--- src/rtl/key_value_table_core_defines.svh ---
// Assertion macros for the key/value table RTL.
// Needs clk and rst_n in the scope of every use.
`ifndef KEY_VALUE_TABLE_CORE_DEFINES_SVH
`define KEY_VALUE_TABLE_CORE_DEFINES_SVH

// Same-cycle implication, disabled during reset
`define KVT_ASSERT_NOW(label, ante, cons, msg) \
    label: assert property (@(posedge clk) disable iff (!rst_n) (ante) |-> (cons)) \
        else $error(msg);

// Next-cycle implication, disabled during reset
`define KVT_ASSERT_NEXT(label, ante, cons, msg) \
    label: assert property (@(posedge clk) disable iff (!rst_n) (ante) |=> (cons)) \
        else $error(msg);

`endif

--- src/rtl/kvt_pkg.sv ---
// Operation codes and types for the key/value table.
// No dependencies.
package kvt_pkg;

    localparam int OP_W = 3;

    typedef logic [OP_W-1:0] op_code_t;

    localparam op_code_t OP_PUT      = 3'd0;
    localparam op_code_t OP_DELETE   = 3'd1;
    localparam op_code_t OP_LOOKUP   = 3'd2;
    localparam op_code_t OP_CONTAINS = 3'd3;
    localparam op_code_t OP_CLEAR    = 3'd4;

endpackage

--- src/rtl/key_value_table_core.sv ---
// Key/value table: each request scans all slots, one per cycle, through one compare.
// Put, delete, lookup and contains go through the RAM read pipeline and then the
// apply step; clear and unused codes go straight to the apply step. A new item is taken
// only once the last one has been applied; in_ready is high only when idle.
// A waiting result stalls only the apply step. Reset (rst_n, async, active low) empties
// the table; slot contents are not cleared. Needs kvt_pkg, kvt_ram and the defines header.
`include "key_value_table_core_defines.svh"

module key_value_table_core
    import kvt_pkg::*;
#(
    parameter int CAPACITY   = 16,
    parameter int KEY_BITS   = 16,
    parameter int VALUE_BITS = 32
) (
    input  logic                             clk,
    input  logic                             rst_n,
    input  logic                             in_valid,
    output logic                             in_ready,
    input  logic [OP_W-1:0]                  operation,
    input  logic [KEY_BITS-1:0]              key,
    input  logic [VALUE_BITS-1:0]            value,
    output logic                             out_valid,
    input  logic                             out_ready,
    output logic                             found,
    output logic [VALUE_BITS-1:0]            value_out,
    output logic                             full_reject,
    output logic [$clog2(CAPACITY+1)-1:0]    entry_count
);

    localparam int IDX_W = (CAPACITY > 1) ? $clog2(CAPACITY) : 1;
    localparam int CNT_W = $clog2(CAPACITY + 1);
    localparam int SLOT_W = KEY_BITS + VALUE_BITS;
    localparam logic [IDX_W-1:0] LAST_IDX = IDX_W'(CAPACITY - 1);
    localparam logic [CNT_W-1:0] FULL_CNT = CNT_W'(CAPACITY);

    typedef enum logic [1:0] {ST_IDLE, ST_SCAN, ST_APPLY} state_t;

    state_t                  state_reg, state_next;
    op_code_t                op_reg, op_next;
    logic [KEY_BITS-1:0]     key_reg, key_next;
    logic [VALUE_BITS-1:0]   val_reg, val_next;
    logic [IDX_W-1:0]        rd_idx_reg, rd_idx_next;
    logic                    rd_active_reg, rd_active_next;
    logic                    cmp_valid_reg, cmp_valid_next;
    logic [IDX_W-1:0]        cmp_idx_reg, cmp_idx_next;
    logic                    hit_reg, hit_next;
    logic [IDX_W-1:0]        hit_idx_reg, hit_idx_next;
    logic [VALUE_BITS-1:0]   hit_val_reg, hit_val_next;
    logic                    free_found_reg, free_found_next;
    logic [IDX_W-1:0]        free_idx_reg, free_idx_next;
    logic [CAPACITY-1:0]     slot_valid_reg, slot_valid_next;
    logic [CNT_W-1:0]        count_reg, count_next;

    logic                    out_valid_reg, out_valid_next;
    logic                    found_reg, found_next;
    logic [VALUE_BITS-1:0]   value_out_reg, value_out_next;
    logic                    full_reject_reg, full_reject_next;
    logic [CNT_W-1:0]        entry_count_reg, entry_count_next;

    logic                    ram_we;
    logic [IDX_W-1:0]        ram_waddr;
    logic [SLOT_W-1:0]       ram_wdata;
    logic [SLOT_W-1:0]       ram_rdata;
    logic [KEY_BITS-1:0]     rd_key;
    logic [VALUE_BITS-1:0]   rd_val;
    logic                    scan_op;
    logic                    slot_ok;

    kvt_ram #(
        .DEPTH  (CAPACITY),
        .WIDTH  (SLOT_W),
        .ADDR_W (IDX_W)
    ) u_slot_ram (
        .clk     (clk),
        .we      (ram_we),
        .wr_addr (ram_waddr),
        .wr_data (ram_wdata),
        .rd_addr (rd_idx_reg),
        .rd_data (ram_rdata)
    );

    assign rd_key  = ram_rdata[SLOT_W-1 -: KEY_BITS];
    assign rd_val  = ram_rdata[VALUE_BITS-1:0];
    assign slot_ok = slot_valid_reg[cmp_idx_reg];

    // Clear and unused codes need no search
    assign scan_op = (operation == OP_PUT) || (operation == OP_DELETE) ||
                     (operation == OP_LOOKUP) || (operation == OP_CONTAINS);

    always_comb
    begin
        state_next       = state_reg;
        op_next          = op_reg;
        key_next         = key_reg;
        val_next         = val_reg;
        rd_idx_next      = rd_idx_reg;
        rd_active_next   = rd_active_reg;
        cmp_valid_next   = cmp_valid_reg;
        cmp_idx_next     = cmp_idx_reg;
        hit_next         = hit_reg;
        hit_idx_next     = hit_idx_reg;
        hit_val_next     = hit_val_reg;
        free_found_next  = free_found_reg;
        free_idx_next    = free_idx_reg;
        slot_valid_next  = slot_valid_reg;
        count_next       = count_reg;
        out_valid_next   = out_valid_reg;
        found_next       = found_reg;
        value_out_next   = value_out_reg;
        full_reject_next = full_reject_reg;
        entry_count_next = entry_count_reg;
        ram_we           = 1'b0;
        ram_waddr        = hit_idx_reg;
        ram_wdata        = {key_reg, val_reg};

        if (out_ready)
        begin
            out_valid_next = 1'b0;
        end

        unique case (state_reg)
            ST_IDLE:
            begin
                if (in_valid)
                begin
                    op_next         = operation;
                    key_next        = key;
                    val_next        = value;
                    rd_idx_next     = '0;
                    rd_active_next  = scan_op;
                    cmp_valid_next  = 1'b0;
                    hit_next        = 1'b0;
                    free_found_next = 1'b0;
                    state_next      = scan_op ? ST_SCAN : ST_APPLY;
                end
            end
            ST_SCAN:
            begin
                if (rd_active_reg)
                begin
                    rd_idx_next = IDX_W'(rd_idx_reg + 1'b1);
                    if (rd_idx_reg == LAST_IDX)
                    begin
                        rd_active_next = 1'b0;
                    end
                end
                cmp_valid_next = rd_active_reg;
                cmp_idx_next   = rd_idx_reg;
                // RAM data for cmp_idx_reg is valid this cycle
                if (cmp_valid_reg)
                begin
                    if (slot_ok && (rd_key == key_reg) && !hit_reg)
                    begin
                        hit_next     = 1'b1;
                        hit_idx_next = cmp_idx_reg;
                        hit_val_next = rd_val;
                    end
                    if (!slot_ok && !free_found_reg)
                    begin
                        free_found_next = 1'b1;
                        free_idx_next   = cmp_idx_reg;
                    end
                    if (cmp_idx_reg == LAST_IDX)
                    begin
                        state_next = ST_APPLY;
                    end
                end
            end
            ST_APPLY:
            begin
                if (!out_valid_reg || out_ready)
                begin
                    found_next       = 1'b0;
                    value_out_next   = '0;
                    full_reject_next = 1'b0;
                    unique case (op_reg)
                        OP_PUT:
                        begin
                            if (hit_reg)
                            begin
                                ram_we = 1'b1;
                            end
                            else
                            begin
                                found_next = 1'b1;
                                if (free_found_reg)
                                begin
                                    ram_we                         = 1'b1;
                                    ram_waddr                      = free_idx_reg;
                                    slot_valid_next[free_idx_reg]  = 1'b1;
                                    count_next = CNT_W'(count_reg + 1'b1);
                                end
                                else
                                begin
                                    full_reject_next = 1'b1;
                                end
                            end
                        end
                        OP_DELETE:
                        begin
                            if (hit_reg)
                            begin
                                slot_valid_next[hit_idx_reg] = 1'b0;
                                count_next = CNT_W'(count_reg - 1'b1);
                                found_next = 1'b1;
                            end
                        end
                        OP_LOOKUP:
                        begin
                            found_next = hit_reg;
                            if (hit_reg)
                            begin
                                value_out_next = hit_val_reg;
                            end
                        end
                        OP_CONTAINS:
                        begin
                            found_next = hit_reg;
                        end
                        OP_CLEAR:
                        begin
                            slot_valid_next = '0;
                            count_next      = '0;
                        end
                        default:
                        begin
                            // unused code: no change
                        end
                    endcase
                    entry_count_next = count_next;
                    out_valid_next   = 1'b1;
                    state_next       = ST_IDLE;
                end
            end
            default:
            begin
                state_next = ST_IDLE;
            end
        endcase
    end

    always_ff @(posedge clk or negedge rst_n)
    begin
        if (!rst_n)
        begin
            state_reg       <= ST_IDLE;
            op_reg          <= OP_PUT;
            key_reg         <= '0;
            val_reg         <= '0;
            rd_idx_reg      <= '0;
            rd_active_reg   <= 1'b0;
            cmp_valid_reg   <= 1'b0;
            cmp_idx_reg     <= '0;
            hit_reg         <= 1'b0;
            hit_idx_reg     <= '0;
            hit_val_reg     <= '0;
            free_found_reg  <= 1'b0;
            free_idx_reg    <= '0;
            slot_valid_reg  <= '0;
            count_reg       <= '0;
            out_valid_reg   <= 1'b0;
            found_reg       <= 1'b0;
            value_out_reg   <= '0;
            full_reject_reg <= 1'b0;
            entry_count_reg <= '0;
        end
        else
        begin
            state_reg       <= state_next;
            op_reg          <= op_next;
            key_reg         <= key_next;
            val_reg         <= val_next;
            rd_idx_reg      <= rd_idx_next;
            rd_active_reg   <= rd_active_next;
            cmp_valid_reg   <= cmp_valid_next;
            cmp_idx_reg     <= cmp_idx_next;
            hit_reg         <= hit_next;
            hit_idx_reg     <= hit_idx_next;
            hit_val_reg     <= hit_val_next;
            free_found_reg  <= free_found_next;
            free_idx_reg    <= free_idx_next;
            slot_valid_reg  <= slot_valid_next;
            count_reg       <= count_next;
            out_valid_reg   <= out_valid_next;
            found_reg       <= found_next;
            value_out_reg   <= value_out_next;
            full_reject_reg <= full_reject_next;
            entry_count_reg <= entry_count_next;
        end
    end

    assign in_ready    = (state_reg == ST_IDLE);
    assign out_valid   = out_valid_reg;
    assign found       = found_reg;
    assign value_out   = value_out_reg;
    assign full_reject = full_reject_reg;
    assign entry_count = entry_count_reg;

    `KVT_ASSERT_NOW(a_count_matches_valid, 1'b1,
        $countones(slot_valid_reg) == count_reg, "count differs from valid slots")
    `KVT_ASSERT_NOW(a_reject_only_when_full, out_valid_reg && full_reject_reg,
        found_reg && (entry_count_reg == FULL_CNT), "reject without full table")
    `KVT_ASSERT_NOW(a_value_only_on_hit, out_valid_reg && (value_out_reg != '0),
        found_reg && !full_reject_reg, "value returned without a hit")
    `KVT_ASSERT_NEXT(a_busy_after_accept, in_valid && in_ready, !in_ready,
        "ready right after accepting an item")

endmodule

--- src/rtl/kvt_ram.sv ---
// Slot storage: one write port, one read port with registered read data.
// No dependencies.
module kvt_ram #(
    parameter int DEPTH  = 16,
    parameter int WIDTH  = 48,
    parameter int ADDR_W = 4
) (
    input  logic              clk,
    input  logic              we,
    input  logic [ADDR_W-1:0] wr_addr,
    input  logic [WIDTH-1:0]  wr_data,
    input  logic [ADDR_W-1:0] rd_addr,
    output logic [WIDTH-1:0]  rd_data
);

    logic [WIDTH-1:0] mem [DEPTH];
    logic [WIDTH-1:0] rd_data_reg;

    always_ff @(posedge clk)
    begin
        if (we)
        begin
            mem[wr_addr] <= wr_data;
        end
    end

    always_ff @(posedge clk)
    begin
        rd_data_reg <= mem[rd_addr];
    end

    assign rd_data = rd_data_reg;

endmodule
--- config.mk ---
export PLATFORM = sky130hd
export DESIGN_NAME = key_value_table_core
export DESIGN_NICKNAME = d
export VERILOG_FILES = /design/src/rtl/kvt_pkg.sv /design/src/rtl/key_value_table_core.sv /design/src/rtl/kvt_ram.sv
export VERILOG_INCLUDE_DIRS = /design/src /design/src/rtl
export SDC_FILE = /design/constraint.sdc
export NUM_CORES = 1
export LEC_CHECK = 0
export BUFFER_PORTS_ARGS = -buffer_cell sky130_fd_sc_hd__buf_2
export CAP_MARGIN = 20
export CORE_ASPECT_RATIO = 1.5
export CORE_MARGIN = 5
export CORE_UTILIZATION = 30
export CTS_CLUSTER_DIAMETER = 60
export DETAILED_ROUTE_END_ITERATION = 8
export GPL_ROUTABILITY_DRIVEN = 0
export PLACE_DENSITY = 0.54
export SLEW_MARGIN = 20
export SYNTH_ARGS = -nofsm -noshare
export SYNTH_HDL_FRONTEND = slang
export SYNTH_SLANG_ARGS = --single-unit
--- constraint.sdc ---
create_clock -name clk -period 10.7 [get_ports clk]
set_input_delay 3.21 -clock clk [delete_from_list [all_inputs] [get_ports clk]]
set_output_delay 3.21 -clock clk [all_outputs]
set_load 0.1 [all_outputs]
Yosys cells after proc, flatten, opt, wreduce, memory -nomap -nowiden:

Memories as Yosys holds them, arrays and structs flattened. A register that Yosys moved wholly into a read port is not among the register bits.
Index checks and enable logic that the tools add are counted.

* $add $sub $neg: 3
* order comparisons: 5
* eq/ne operators: 22
* mux-type cells: 58
* bitwise operators: 3
* reduce and logical (&&, ||, !) cells: 29

Operator list (count)
* 32-bit 2-to-1 mux: 2
* 16-bit 2-to-1 mux: 3
* 16-bit one-hot mux with 3 select lines: 1
* 4-bit 2-to-1 mux: 7
* 1-bit 2-to-1 mux: 26
* 2-bit != test (second input constant): 10
* 16-bit AND: 1
* 16-bit == test: 1
* 16-bit NOT: 1
* 16-bit OR: 1
* 4-bit by 5-bit less-than comparator with 1-bit output (second input constant): 3
* 5-bit 2-to-1 mux: 3
* 5-bit one-hot mux with 3 select lines: 1
* 3-bit by 2-bit == test with 1-bit output (second input constant): 4
* 4-bit AND reduction: 3
* 2-bit 2-to-1 mux: 5
* 3-bit AND reduction: 3
* 1-bit demux with 4-bit select: 2
* 4-bit == test (second input constant): 2
* 4-bit by 1-bit greater-or-equal comparator with 1-bit output (second input constant): 2
* 1-bit one-hot mux with 2 select lines: 4
* 4-bit one-hot mux with 2 select lines: 1
* 3-bit by 1-bit == test with 1-bit output (second input constant): 2
* 3-bit logical NOT: 2
* other kinds (18): 30

* flip-flop bits (word level): 161
* bits in writable memories: 768
* input port bits: 55
* word-level logic and storage cells: 140
* memories: 1

Memory list
* u_slot_ram.mem: words 16, bits a word 48, rd ports 1, clocked after Yosys merged registers in 1, write ports 1, RTL line kvt_ram.sv:16 `logic [WIDTH-1:0] mem [DEPTH];`

Longest topological paths before layout:

* word-level depth: 8
* mapped depth: 10
* gate-level depth less buffers: 8

Cells and area by module:

From an unflattened synthesis, not the netlist that was laid out.

* cell total of the unflattened synthesis: 1863
* area total of the unflattened synthesis: 36591.3 um2

By module, submodules not included
* kvt_ram: instances 1, cells an instance 1242, area an instance 29694.7 um2
* key_value_table_core: instances 1, cells an instance 621, area an instance 6896.6 um2

Worst setup path before layout:

Ideal clock, no wire load.

* kind: in2reg
* start point: in out_ready
* end point: mem u_slot_ram.mem[3][0] (enable)
* arrival time: 6.444 ns
* data required time: 10.246 ns
* slack: 3.802 ns
* cell stages on the path: 7
* cells stage by stage: nand2b_1 -> nand3_1 -> clkbuf_1 -> nor2_1 -> nand3_1 -> mux2_2 -> nor2_1

* cells in the longest elaborated chain, start to end: 5
* elaborated cells between the ends (all ways): 7
* those cells by class: 6 x mux; 1 x reduce/logical

RTL lines
* start, declared: RTL line key_value_table_core.sv:24 `input logic out_ready,`
* 1-bit logical OR (*): RTL line key_value_table_core.sv:172 `if (!out_valid_reg || out_ready)`
* 1-bit 2-to-1 mux: RTL line key_value_table_core.sv:172
* 1-bit 2-to-1 mux: RTL line key_value_table_core.sv:122 `unique case (state_reg)`
* 1-bit 2-to-1 mux: RTL line kvt_ram.sv:21 `if (we)`
* 1-bit 2-to-1 mux (not written as such): RTL line kvt_ram.sv:23 `mem[wr_addr] <= wr_data;`
* end, declared: RTL line kvt_ram.sv:16

Every way passes the cells marked *; elsewhere a longest branch is shown, timed or not.

Final worst setup path:

* start point: in out_ready
* end point: mem u_slot_ram.mem[0][18] (enable)

The elaborated chain is that of the path after synthesis.

==> flow_summary.toml <==
[outcome]
status = "finished, final reports clean"

[timing]
final-setup-viol-count = 0
drv_slew = 0
fin_worst_skew_ps = 20.19
grt_setup_unrepaired = "false"
tightestPinTransition_ps = 1340
min_period_ps = 5841
fin_tns_setup_ps = 0
slew_headroom = 0.1070
hold_viol = 0
fmax_ghz = 0.1712
timing.final.crit_share = 0.5459

[synth]
syn-cell-area_sq_mm = 0.03677
synth_edf_count = 768
synth_top_area_cell = "edfxtp_1"
async_flop_share = 0.1648
ys_top_cells_by_count = "768 x edfxtp_1, 240 x mux4_2, 161 x dfrtp_1"
ys_types = 44
ys.flop_type = "edfxtp_1"
synth.area.top_cells = "edfxtp_1 63%, mux4_2 15%, dfrtp_1 11%, dfxtp_1 2.6%, mux2_2 2.1%"
synth-seq-cells = 977
ys_seq_area_frac = 0.7629
syn_inst = 1662
yosysWarnings = 0
syn_nets = 1722
syn_area_per_cell_sq_um = 22.12
synth_top_area_share = 0.6272
synth.most_common_cell = "edfxtp_1"

[min_path]
hold_path.class = "flip-flop to flip-flop"

[clock_network]
clock_sinks = 977
clockBufferDepth = 3
clk_pin_slew_worst_paths_ps = 70
cts-htree-levels = 3
cts_tree = "yes"
ctsHoldBuffers = 0
clk_latency_ps = 660
ctsResizeCount = 0
cts_setup_buffers = 0
numCtsBuffers = 87
cts_root_buffer = "clkbuf_16"

[pwr]
power.switching_mw = 2.705
netSwitchingFraction = 0.2683
p_int_mw = 7.377
pwr-share-clk = 0.319
ir_drop_v = 0.0001451
pwr-share-comb = 0.147
power.leakage_nw = 13.84
seq_power_share = 0.533
p_per_area_mw_per_mm2 = 239.0

[global_route]
grt_pass1_wl_microns = 123300
grt_max_degree = 152
grt_antenna_before_repair = 6
grt-ovfl-total = 0
grt_util_all_layers = 0.1271
grt_pass1_vias = 18350

[layout]
fin_nets = 1852
layout.cells.non_filler = 3458
synthToLayoutAreaGrowth_pct = 14.73
seq_area_sq_mm = 0.02807
nFillCells = 11190
multi_input_area_sq_mm = 0.008399
drive_gt1_frac = 0.3357
largest_reg_flops = 768

[floorplan]
die_y_microns = 438.8
initial_core_util = 0.3014
core.rowCount = 157
die_w_microns = 295.9
dieArea_sq_mm = 0.1298
io_pins = 96
core-area_sq_mm = 0.1220

[job]
cap_violations = 0

[worst_setup_path]
crit_type = "primary input to flip-flop"
worst_setup_path_end_kind = "flip-flop"
cp_max_fo = 29
cp_cell_sequence = "buf_2 -> nand2b_1 -> nand3_2 -> or2_2 -> a21oi_1 -> nand3_1 -> nor2_4 -> buf_4"
required_ps = 11000
crit_arrival_ps = 6140
crit_buf_inv = 2
max_stage_delay_ps = 780
crit_slowest_cell = "nor2_4"
startpoint_type = "primary input"
critical-path-top-delay-family = "simple AND/OR/NAND/NOR gates"

[drt]
avgViaCountPerCell = 4.782
drc = 0
routed_wirelength_microns = 81910
post_drt_wl_per_cell_microns = 23.69
drtIter0Drc = 1104
dr_total_vias = 16540
drt_first_pass_iters = 5
ant_nets = 0

[placement]
detailed_place_hpwl_microns = 47290
dp.cells = 3293
io_buffers = 95
cells by family after synthesis:
logic type               synth area share
adder cells (fa/ha/maj)          0.001906
flip-flops                         0.7629
multiplexers                       0.1847
AND/OR/NAND/NOR                   0.01371
XOR/XNOR                         0.004764
buffers and inverters             0.01249
AO/OA/AOI/OAI                     0.01957
final cells by class:
type,count,share of cell area
antenna,3,0.0001780
clock buffer,109,0.05502
clock inverter,53,0.01438
inverter,11,0.0009787
multi-input combinational,589,0.1991
sequential,977,0.6653
tap,1590,0.04716
timing repair buffer,126,0.01788
worst register-to-register path: cells and delay by family, from the launching register on:
family | cells | cell delay, ps
DFF | 1 | 770
muxes | 2 | 1220
buffers and inverters | 2 | 1730
power groups by stage:
stage | registers, mW | clock network [mW] | logic (mW)
4_1_cts | 5.40 | 3.32 | 1.52
3_3_place_gp | 5.44 | 0 | 1.50
6_report | 5.38 | 3.22 | 1.48
5_1_grt | 5.46 | 3.47 | 1.61
3_5_place_dp | 5.49 | 0 | 1.52
2_1_floorplan | 5.24 | 0 | 1.12
layer usage:
| metal | up-vias | global-route usage | share of wire |
|---|---|---|---|
| met5 | - | 0 | 0.00067 |
| met4 | 8 | 0.03662 | 0.022 |
| met3 | 100 | 0.02204 | 0.043 |
| met2 | 340 | 0.2328 | 0.55 |
| met1 | 8986 | 0.1531 | 0.39 |
| li1 | 7102 | - | - |
cells in the final DEF, fill, tap and decap left out, types with 7 or more instances in the layout:
| cell | instances |
|---|---|
| nor2_4 | 17 |
| clkbuf_16 | 88 |
| inv_1 | 11 |
| nand2_1 | 22 |
| mux2_4 | 29 |
| a31oi_1 | 7 |
| clkbuf_1 | 17 |
| bufinv_16 | 12 |
| nand3_1 | 10 |
| clkinv_1 | 9 |
| o21ai_0 | 37 |
| a21oi_1 | 22 |
| edfxtp_1 | 768 |
| mux2_2 | 67 |
| buf_4 | 28 |
| xnor2_1 | 16 |
| buf_2 | 94 |
| a22o_1 | 35 |
| dfrtp_1 | 157 |
| clkinv_2 | 17 |
| nor2b_1 | 8 |
| dfxtp_1 | 48 |
| nor2_1 | 20 |
| mux2i_1 | 9 |
| mux4_2 | 240 |
metrics by stage:
| stage | utilization | total power [mW] | worst slack, ps | area, sq um | hold WS [ps] |
|---|---|---|---|---|---|
| after CTS | 0.3458 | 10.24 | 4858 | 42180 | 462.0 |
| final | 0.3458 | 10.08 | 4859 | 42190 | 458.5 |
| after detailed placement | 0.3218 | 7.006 | 4141 | 39250 | 448.6 |
| after global placement | 0.3216 | 6.938 | 4041 | 39230 | 450.9 |
| after floorplan | - | 6.359 | 3802 | 36770 | 438.8 |
| after global routing | 0.3458 | 10.54 | 4692 | 42180 | 464.7 |
path summary, 6_finish.rpt:
check	from	cells past startpoint	endpoint	slack, ps
setup / recovery	out_ready	8	u_slot_ram.mem[0][18]$_DFFE_PP_	4860
hold / removal	u_slot_ram.rd_data[27]$_DFF_P_	1	hit_val_reg[27]$_DFFE_PN0P_	460
setup reg to reg	rd_idx_reg[0]$_DFFE_PN0P_	4	u_slot_ram.rd_data[26]$_DFF_P_	6840
hold reg to reg	u_slot_ram.rd_data[27]$_DFF_P_	1	hit_val_reg[27]$_DFFE_PN0P_	460
max in group asynchronous	rst_n	2	rd_idx_reg[2]$_DFFE_PN0P_	6840
min in group asynchronous	rst_n	1	key_reg[0]$_DFFE_PN0P_	2470
No activity file was read; power rests on OpenSTA's default activity.
